<file path="config.mk">
export PLATFORM = sky130hd
export DESIGN_NAME = handle_tagged_fifo
export DESIGN_NICKNAME = d
export VERILOG_FILES = /design/src/hdl/hft_pkg.sv /design/src/hdl/hft_store.sv /design/src/hdl/hft_ctrl.sv /design/src/hdl/handle_tagged_fifo.sv
export VERILOG_INCLUDE_DIRS = /design/src /design/src/hdl
export SDC_FILE = /design/constraint.sdc
export NUM_CORES = 1
export LEC_CHECK = 0
export ABC_CLOCK_PERIOD_IN_PS = 7500
export BUFFER_PORTS_ARGS = -buffer_cell sky130_fd_sc_hd__clkbuf_2
export CAP_MARGIN = 20
export CORE_MARGIN = 2
export CORE_UTILIZATION = 40
export DETAILED_ROUTE_END_ITERATION = 8
export GPL_TIMING_DRIVEN = 0
export HOLD_SLACK_MARGIN = 0.12
export PLACE_DENSITY = 0.64
export SLEW_MARGIN = 30
export SYNTH_ARGS = -nofsm -noshare
export SYNTH_HDL_FRONTEND = slang
export SYNTH_SLANG_ARGS = --single-unit
export TNS_END_PERCENT = 5
</file>
<file path="constraint.sdc">
create_clock -name clk -period 7.5 [get_ports clk]
set_input_delay 0.75 -clock clk [delete_from_list [all_inputs] [get_ports clk]]
set_output_delay 0.75 -clock clk [all_outputs]
set_load 0.02 [all_outputs]
</file>
<file path="src/hdl/assert_macros.svh">
// Assertion helper macros for the RTL.
// Depends on nothing; included by the modules that carry assertions.
`ifndef ASSERT_MACROS_SVH
`define ASSERT_MACROS_SVH

// Property checked at every clock edge outside reset.
`define ASSERT_ALWAYS(label, clk, rst, prop, msg) \
  label: assert property (@(posedge clk) disable iff (rst) (prop)) else $error(msg);

// Property checked at every clock edge, reset included.
`define ASSERT_RESET(label, clk, prop, msg) \
  label: assert property (@(posedge clk) (prop)) else $error(msg);

`endif

</file>
<file path="src/hdl/hft_pkg.sv">
// Types and codes for the handle tagged FIFO.
// No dependencies; imported by hft_ctrl, hft_store, handle_tagged_fifo and tb.
package hft_pkg;

  localparam int DATA_W   = 32;
  localparam int TICKET_W = 8;
  localparam int CMD_W    = 2;
  localparam int STATUS_W = 3;

  typedef logic [DATA_W-1:0]   data_t;
  typedef logic [TICKET_W-1:0] ticket_t;
  typedef logic [CMD_W-1:0]    cmd_t;
  typedef logic [STATUS_W-1:0] status_t;

  // Command codes
  localparam cmd_t CMD_PUSH   = 2'd0;
  localparam cmd_t CMD_POP    = 2'd1;
  localparam cmd_t CMD_DELETE = 2'd2;

  // Result status codes
  localparam status_t ST_OK         = 3'd0;
  localparam status_t ST_FULL       = 3'd1;
  localparam status_t ST_EMPTY      = 3'd2;
  localparam status_t ST_DROPPED    = 3'd3;
  localparam status_t ST_NOT_QUEUED = 3'd4;

  // Command item
  typedef struct packed {
    cmd_t    cmd;
    data_t   push_value;
    ticket_t ticket;
  } req_t;

  // Result item
  typedef struct packed {
    logic    ok;
    status_t status;
    ticket_t new_ticket;
    data_t   pop_value;
  } rsp_t;

  // Memory access requests; the slot is the low bits of the ticket
  typedef struct packed {
    logic    wr_en;
    ticket_t wr_tk;
    data_t   wr_data;
    logic    cx_en;
    ticket_t cx_tk;
    logic    cx_set;
    logic    rd_en;
    ticket_t rd_tk;
  } mem_req_t;

  // Result held for the cycle after a command
  typedef struct packed {
    logic    strobe;
    logic    pop_read;
    logic    ok;
    status_t status;
    ticket_t new_ticket;
  } pend_t;

endpackage

</file>
<file path="src/hdl/hft_store.sv">
// Slot storage: data words and cancel flags, with a registered read.
// Depends on hft_pkg.
module hft_store import hft_pkg::*; #(
  parameter int DEPTH = 16
) (
  input  logic     clk,
  input  mem_req_t mem_req,
  output data_t    rd_value,
  output logic     rd_cancel
);

  localparam int SLOT_W = $clog2(DEPTH);

  data_t value_mem  [DEPTH];
  logic  cancel_mem [DEPTH];

  // Data word memory
  always_ff @(posedge clk) begin
    if (mem_req.wr_en) begin
      value_mem[mem_req.wr_tk[SLOT_W-1:0]] <= mem_req.wr_data;
    end
    if (mem_req.rd_en) begin
      rd_value <= value_mem[mem_req.rd_tk[SLOT_W-1:0]];
    end
  end

  // Cancel flag memory: cleared by push, set by delete
  always_ff @(posedge clk) begin
    if (mem_req.cx_en) begin
      cancel_mem[mem_req.cx_tk[SLOT_W-1:0]] <= mem_req.cx_set;
    end
    if (mem_req.rd_en) begin
      rd_cancel <= cancel_mem[mem_req.rd_tk[SLOT_W-1:0]];
    end
  end

endmodule

</file>
<file path="src/hdl/hft_ctrl.sv">
// Queue pointers, ticket counters and command decode.
// Depends on hft_pkg and assert_macros.svh.
`include "assert_macros.svh"

module hft_ctrl import hft_pkg::*; #(
  parameter int DEPTH = 16
) (
  input  logic     clk,
  input  logic     rst,
  input  logic     accept,
  input  req_t     req,
  output mem_req_t mem_req,
  output pend_t    pend
);

  localparam int OCC_W = $clog2(DEPTH + 1);
  localparam int CMP_W = TICKET_W + 1;

  logic [OCC_W-1:0] occupancy, occupancy_next;
  ticket_t          oldest_ticket, oldest_ticket_next;
  ticket_t          next_ticket, next_ticket_next;
  pend_t            pend_next;
  ticket_t          span;
  logic             queued;
  logic             full;
  logic             empty;

  // Window test for delete: distance from the oldest ticket
  assign span   = req.ticket - oldest_ticket;
  assign queued = {1'b0, span} < CMP_W'(occupancy);
  assign full   = occupancy == OCC_W'(DEPTH);
  assign empty  = occupancy == '0;

  // Command decode
  always_comb begin
    occupancy_next     = occupancy;
    oldest_ticket_next = oldest_ticket;
    next_ticket_next   = next_ticket;
    mem_req            = '0;
    mem_req.wr_tk      = next_ticket;
    mem_req.wr_data    = req.push_value;
    mem_req.rd_tk      = oldest_ticket;
    pend_next          = '0;
    pend_next.strobe   = accept;
    pend_next.status   = ST_NOT_QUEUED;
    unique case (req.cmd)
      CMD_PUSH: begin
        if (full) begin
          pend_next.status = ST_FULL;
        end else begin
          mem_req.wr_en        = accept;
          mem_req.cx_en        = accept;
          mem_req.cx_tk        = next_ticket;
          mem_req.cx_set       = 1'b0;
          pend_next.ok         = 1'b1;
          pend_next.status     = ST_OK;
          pend_next.new_ticket = next_ticket;
          next_ticket_next     = next_ticket + 1'b1;
          occupancy_next       = occupancy + 1'b1;
        end
      end
      CMD_POP: begin
        if (empty) begin
          pend_next.status = ST_EMPTY;
        end else begin
          // ok and status come from the cancel flag read back
          mem_req.rd_en      = accept;
          pend_next.pop_read = 1'b1;
          oldest_ticket_next = oldest_ticket + 1'b1;
          occupancy_next     = occupancy - 1'b1;
        end
      end
      CMD_DELETE: begin
        if (queued) begin
          mem_req.cx_en    = accept;
          mem_req.cx_tk    = req.ticket;
          mem_req.cx_set   = 1'b1;
          pend_next.ok     = 1'b1;
          pend_next.status = ST_OK;
        end
      end
      default: begin
        pend_next.status = ST_NOT_QUEUED;
      end
    endcase
  end

  // Control state and result register; the payload needs no reset
  always_ff @(posedge clk) begin
    pend.pop_read   <= pend_next.pop_read;
    pend.ok         <= pend_next.ok;
    pend.status     <= pend_next.status;
    pend.new_ticket <= pend_next.new_ticket;
    if (rst) begin
      occupancy     <= '0;
      oldest_ticket <= '0;
      next_ticket   <= '0;
      pend.strobe   <= 1'b0;
    end else begin
      pend.strobe <= pend_next.strobe;
      if (accept) begin
        occupancy     <= occupancy_next;
        oldest_ticket <= oldest_ticket_next;
        next_ticket   <= next_ticket_next;
      end
    end
  end

  `ASSERT_ALWAYS(a_occ_bound, clk, rst, occupancy <= OCC_W'(DEPTH), "occupancy above depth")
  `ASSERT_ALWAYS(a_ticket_span, clk, rst, ticket_t'(next_ticket - oldest_ticket) == ticket_t'(occupancy), "ticket span differs from occupancy")
  `ASSERT_ALWAYS(a_strobe_follows, clk, rst, pend.strobe |-> $past(accept), "result without a command")
  `ASSERT_RESET(a_reset_quiet, clk, rst |=> !pend.strobe, "result strobe after reset")

endmodule

</file>
<file path="src/hdl/handle_tagged_fifo.sv">
// Handle tagged FIFO: every command gives its result in the cycle after it is taken.
// A command may be issued in every cycle; busy is never raised, so throughput is
// one command per cycle.
// Synchronous reset empties the queue and zeroes both ticket counters; slot
// contents are not cleared, only written slots are ever read.
// Results appear on done for one cycle; the receiver cannot stall them.
module handle_tagged_fifo import hft_pkg::*; #(
  parameter int DEPTH = 16
) (
  input  logic clk,
  input  logic rst,
  input  logic start,
  output logic busy,
  input  req_t req,
  output logic done,
  output rsp_t rsp
);

  mem_req_t mem_req;
  pend_t    pend;
  data_t    rd_value;
  logic     rd_cancel;
  logic     accept;

  // Every command completes without a stall, so the block is always ready
  assign busy   = 1'b0;
  assign accept = start && !busy;

  hft_ctrl #(.DEPTH(DEPTH)) u_ctrl (
    .clk     (clk),
    .rst     (rst),
    .accept  (accept),
    .req     (req),
    .mem_req (mem_req),
    .pend    (pend)
  );

  hft_store #(.DEPTH(DEPTH)) u_store (
    .clk       (clk),
    .mem_req   (mem_req),
    .rd_value  (rd_value),
    .rd_cancel (rd_cancel)
  );

  // Result merge: a pop takes ok and status from the cancel flag
  always_comb begin
    done           = pend.strobe;
    rsp.new_ticket = pend.new_ticket;
    if (pend.pop_read) begin
      rsp.ok        = !rd_cancel;
      rsp.status    = rd_cancel ? ST_DROPPED : ST_OK;
      rsp.pop_value = rd_cancel ? '0 : rd_value;
    end else begin
      rsp.ok        = pend.ok;
      rsp.status    = pend.status;
      rsp.pop_value = '0;
    end
  end

endmodule

</file>
# Word level (Yosys, flattened, before mapping)
# Memory sizes are Yosys's and may differ from the RTL's. A register that Yosys moved wholly into a read port is not among the register bits.
# Cells that the tools add are included.
# word_totals
register_bits,35
ram_bits,528
in_bits,45
out_inout_bits,46
elab_cells,57
mem_count,2
# op_classes
addsub,5
magnitude_cmp,1
n_eq_ne,5
mux,25
bitwise,3
reduce_logical,8
# mem_list
memory,words,word_bits,rd,rd_ports_with_merged_regs,wr,line_no,rtl
u_store.value_mem,16,32,1,1,1,hft_store.sv:14,data_t value_mem [DEPTH];
u_store.cancel_mem,16,1,1,1,1,hft_store.sv:15,logic cancel_mem [DEPTH];
# ops
operator,count
two-way mux 32 bit,2
two-way mux 10 bit,2
one-hot mux 10 bit (2 select lines),1
adder 8 x 1 -> 8 bit (second input constant),2
two-way mux 1 bit,11
two-way mux 5 bit,2
one-hot mux 5 bit (2 select lines),1
one-hot mux 3 bit (3 select lines),1
< comparator 8 x 5 -> 1 bit,1
two-way mux 4 bit,2
subtractor 8 bit,1
AND reduction 3 bit,2
adder 5 x 1 -> 5 bit (second input constant),1
equality test 5 bit (second input constant),1
logical NOT 5 bit,1
subtractor 5 x 1 -> 5 bit (second input constant),1
inequality test 2 bit (second input constant),2
AND reduction 4 bit,1
two-way mux 3 bit,1
inverter 1 bit,3
equality test 2 x 1 -> 1 bit (second input constant),1
equality test 2 bit (second input constant),1
logical NOT 2 bit,1
two-way mux 2 bit,1
other kinds (4),4

# Longest topological paths before layout
# depth
depth_word,6
ltp_mapped,16
depth_no_buf,14

# Hierarchy
# From an unflattened synthesis, not the netlist that was laid out.
# hier_totals
cells_unflattened,1197
hier_area_um2,23690.2
# modules_own_cells
module,n_inst,cells_each,area_per_inst_um2
hft_store,1,887,21065.2
hft_ctrl,1,264,2331.0
handle_tagged_fifo,1,46,294.0

# Worst setup path before layout
# Ideal clock, no wire load.
# synth_path
path_kind,reg-to-reg
start,register u_ctrl.oldest_ticket[1]
end,memory u_store.cancel_mem[10] (enable)
t_arrival_ps,3408
required_ps,7201
slack_ps,3794
stages_incl_launch_ff,16
path_buffers,3
synth_period_minus_slack_ps,3706
path_cell_list,dfxtp_1 -> clkbuf_1 -> buf_1 -> inv_1 -> fa_1 -> a21o_1 -> a21oi_1 -> xnor2_1 -> ha_1 -> o21ai_0 -> nor3_1 -> nor3_4 -> and4b_1 -> buf_6 -> a211o_2 -> nor2_1
# synth_between
elab_chain_len,6
# synth_rtl
item,line_no,rtl
from (decl),hft_ctrl.sv:20,"ticket_t oldest_ticket, oldest_ticket_next;"
from (signal assigned),hft_ctrl.sv:103,oldest_ticket <= oldest_ticket_next;
subtractor 8 bit (*),hft_ctrl.sv:29,assign span = req.ticket - oldest_ticket;
< comparator 8 x 5 -> 1 bit (*),hft_ctrl.sv:30,"assign queued = {1'b0, span} < CMP_W'(occupancy);"
two-way mux 10 bit (*),hft_ctrl.sv:74,if (queued) begin
one-hot mux 10 bit (2 select lines) (*),hft_ctrl.sv:46,unique case (req.cmd)
two-way mux 1 bit,hft_store.sv:29,if (mem_req.cx_en) begin
two-way mux 1 bit (implied by the code),hft_store.sv:30,cancel_mem[mem_req.cx_tk[SLOT_W-1:0]] <= mem_req.cx_set;
to (decl),hft_store.sv:15,
# Mark *: on every way between the ends. The rest lies on a longest branch, timed or not.

# Final worst setup path
# layout_path
start,register u_ctrl.oldest_ticket[1]
end,memory u_store.cancel_mem[0] (enable)
# The elaborated chain is that of the path after synthesis.

==> metrics.md <==
| Metric | Value |
|---|---|
| Result of the run | `finished, final reports clean` |
| Die area | `between 0.06 and 0.07 mm²` |
| Type of the tightest min-delay check | `input port to flop` |
| Fraction of power consumed by the clock network | `42.0%` |
| Kind of start point of the critical path | `flop` |
| Netlist Area Pre-Place | `0.0234 mm²` |
| Sw Share | `20.7%` |
| Clock Tree Root | `sky130_fd_sc_hd__clkbuf_16` |
| Most instantiated cells after synthesis | `sky130_fd_sc_hd__edfxtp_1 (561), sky130_fd_sc_hd__mux4_2 (165), sky130_fd_sc_hd__and2_1 (53)` |
| Part of the cycle the worst path needs | `65.0%` |
| Share of the core filled with cells | `around 47%` |
| Post-route antenna net violation count | `0` |
| Wire length of the first global-routing pass | `77100 µm` |
| Endpoint required time on the critical path | `about 7800 ps` |
| Power share of the sequential group | `roughly 54%` |
| Areal power density over the cells | `250 mW/mm²` |
| Initial antenna violation count | `3` |
| Share of total power in combinational logic | `3.7%` |
| Unrepaired setup endpoints after global routing | `no` |
| Clock tree from TritonCTS | `yes` |
| Largest area contributor in the synthesized netlist | `sky130_fd_sc_hd__edfxtp_1` |
| Number of buffers on the longest clock path | `3` |
| Layout filler cell count | `4760` |
| Fmax | `0.205 GHz` |
| Sequential element share of the synthesized area | `75.0%` |
| Maximum number of pins on one net before global-route repair | `40` |
| Largest fanout on the critical path | `22` |
| Setup TNS | `0 ps` |
| Area Growth Syn to Fin | `15.1%` |
| Share of cells above drive strength 1 | `31.8%` |
| Max-cap check violation count | `0` |
| Mean instance size in the synthesized netlist | `around 21 µm²` |
| Leak pwr | `between 8 and 9 nW` |
| Pin slew with the least headroom to its limit | `997 ps` |
| Average wire length per cell after detail routing | `between 20 and 30 µm` |
| Post-synthesis cell type count | `58` |
| Number of cells produced by synthesis | `1096` |
| DRC | `0` |
| Initial cell density of the core | `roughly two fifths` |
| Hold-fix buffers at CTS | `0` |
| Yosys reg bits | `596` |
| Total Routing Usage GR | `17.7%` |
| Global-route congestion overflow total | `0` |
| Height of the die | `246 µm` |
| Worst slew margin relative to its limit | `33.5%` |
| Net count reported at finish | `1322` |
| Type of the setup path with the least slack | `flop to flop` |
| Multi-input gate area | `0.00553 mm²` |
| CTS clk-pin slew, worst paths | `60 ps` |
| Port buffer count | `88` |
| Post-CTS setup buffer count | `0` |
| Peak supply drop | `183 µV` |
| Number of clock sinks | `596` |
| DRT iter0 DRCs | `1017` |
| Max-slew violation total from the final report | `0` |
| Placeable Area | `0.0578 mm²` |
| Yosys warnings | `0` |
| Via count of the first global-routing pass | `roughly 12000` |
| Placed standard-cell area | `about 0.025 mm²` |
| Number of enable-type register cells in the synthesized netlist | `561` |
| Post-synthesis async set-or-reset flop share | `0%` |
| H-tree depth reported by CTS | `2` |
| Pre-CTS setup slack | `2610 ps` |
| Portion of synthesized cell area occupied by the leading cell type | `72.0%` |
| Post-synth top flop | `sky130_fd_sc_hd__edfxtp_1` |
| Crit path DAT | `5200 ps` |
| Switching power | `1.40 mW` |
| Most used standard cell by instance count after synthesis | `sky130_fd_sc_hd__edfxtp_1` |
| Min cycle time layout | `4880 ps` |
| Vias post-DR | `between 10000 and 15000` |
| Synthesized netlist net count | `1163` |
| Drt pass-1 iters | `5` |
| Worst-case setup margin in the final layout | `2620 ps` |
| Count of endpoints failing hold in the final timing report | `0` |
| Post-detailed-placement half-perimeter wirelength | `30100 µm` |
| Total power after layout | `slightly below 7 mW` |
| Cell row count | `88` |
| Internal power consumption | `between 5 and 6 mW` |
| FF/Latch Area | `0.0175 mm²` |
| Routability Congestion | `0.788` |
| Average vias per placed instance | `roughly 5.4` |
| # IOs | `91` |
| Number of setup violations in the final report | `0` |
| DIE WIDTH | `246 µm` |
| Summed area of non-filler cells in the final layout | `0.0269 mm²` |
| Worst skew pair latency | `630 ps` |
| Leading cell types by total area after synthesis | `sky130_fd_sc_hd__edfxtp_1 (72%), sky130_fd_sc_hd__mux4_2 (16%), sky130_fd_sc_hd__dfxtp_1 (3.0%)` |
| Post-Route Skew | `21.7 ps` |
| Endpoint type of the worst setup path | `flop` |
| Clock buffers created by TritonCTS | `59` |
| Aggregate routed wire length | `approximately 52000 µm` |
| CTS resizes | `0` |
final timing paths:
path                           startpoint                    end  slack [ps]  depth (start not counted)
hold reg to reg       u_ctrl.occupancy[4]         u_ctrl.pend[8]         490                          2
hold / removal                        rst        u_ctrl.pend[13]         360                          2
setup / recovery  u_ctrl.oldest_ticket[1]  u_store.cancel_mem[0]        2620                         15
setup reg to reg  u_ctrl.oldest_ticket[1]  u_store.cancel_mem[0]        2620                         15
routing by layer:
layer	wire [µm]	GRT usage, %	vias to the layer above
met5	32	0	-
met4	815	4.15	4
met3	3300	3.70	67
met2	26900	30.5	346
met1	21300	23.1	6003
li1	-	-	4790
cell type report:
class	instances	area share [%]
well taps	765	3.55
clock inverters	36	1.04
multi-input cells	419	20.5
repair buffers	98	2.52
diodes	1	0.00929
flip-flops and latches	596	65.1
plain buffers	60	1.13
inverters	21	0.293
clock buffers	72	5.82
registers in the layout, indices dropped and copies added, names as in the netlist:
name and count:
u_ctrl.next_ticket 8, u_ctrl.oldest_ticket 8, u_ctrl.occupancy 5, u_store.cancel_mem 16
u_ctrl.pend 14, u_store.rd_value 32, u_store.rd_cancel 1, u_store.value_mem 512
power by group through the flow:
stage / clock (mW) / sequential (mW) / combinational, mW
after global placement: 0 / 3.73 / 0.248
final: 2.83 / 3.66 / 0.253
after CTS: 2.89 / 3.66 / 0.257
after detailed placement: 0 / 3.73 / 0.256
after floorplan: 0 / 3.73 / 0.154
after global routing: 3.02 / 3.66 / 0.277
critical path, stage by stage (launching register included):
cell,delay [ps]
sky130_fd_sc_hd__dfxtp_1,360
sky130_fd_sc_hd__clkbuf_1,620
sky130_fd_sc_hd__buf_1,630
sky130_fd_sc_hd__inv_1,200
sky130_fd_sc_hd__fa_1,470
sky130_fd_sc_hd__a21o_1,190
sky130_fd_sc_hd__a21oi_1,230
sky130_fd_sc_hd__xnor2_1,100
sky130_fd_sc_hd__ha_1,200
sky130_fd_sc_hd__a2111oi_2,290
sky130_fd_sc_hd__o21ai_1,170
sky130_fd_sc_hd__nor3_4,350
sky130_fd_sc_hd__and4b_1,260
sky130_fd_sc_hd__buf_6,200
sky130_fd_sc_hd__a22oi_2,130
sky130_fd_sc_hd__nor2_1,170
per-stage QoR:
stage,instances,hold WS (ps)
after CTS,2067,332
after global routing,2068,350
after global placement,1949,471
after detailed placement,1959,475
final,2068,359
after floorplan,1096,450
cell families (layout without fill, tap and decap cells):
family                     after synthesis  count (layout)  share of synthesized area [%]
and+or+nand+nor                        164             164                           3.89
xor gates and xnor gates                23              23                          0.861
muxes                                  168             168                           16.0
adders and majority gates               22              22                           1.24
DFF                                    596             596                           75.0
AOI/OAI and AO/OA                       41              41                           1.38
other                                    1               2                         0.0160
buffers and inverters                   81             287                           1.61
placed cells by master, fill, tap and decap left out, types with 6 or more instances in the layout:
cell                        instances
sky130_fd_sc_hd__buf_2             19
sky130_fd_sc_hd__nor2_1            48
sky130_fd_sc_hd__edfxtp_1         561
sky130_fd_sc_hd__and2_1            42
sky130_fd_sc_hd__clkinv_2          10
sky130_fd_sc_hd__nand4_1            6
sky130_fd_sc_hd__clkbuf_16         61
sky130_fd_sc_hd__inv_1             20
sky130_fd_sc_hd__nand2_1           15
sky130_fd_sc_hd__ha_1              20
sky130_fd_sc_hd__nand2b_1           7
sky130_fd_sc_hd__xnor2_1           15
sky130_fd_sc_hd__xor2_1             8
sky130_fd_sc_hd__mux4_2           165
sky130_fd_sc_hd__buf_4             11
sky130_fd_sc_hd__dfxtp_1           35
sky130_fd_sc_hd__and2_4            13
sky130_fd_sc_hd__clkbuf_2          88
sky130_fd_sc_hd__clkbuf_1          38
sky130_fd_sc_hd__clkinv_1          14
sky130_fd_sc_hd__a21oi_1            9
No activity file was read; power rests on OpenSTA's default activity.
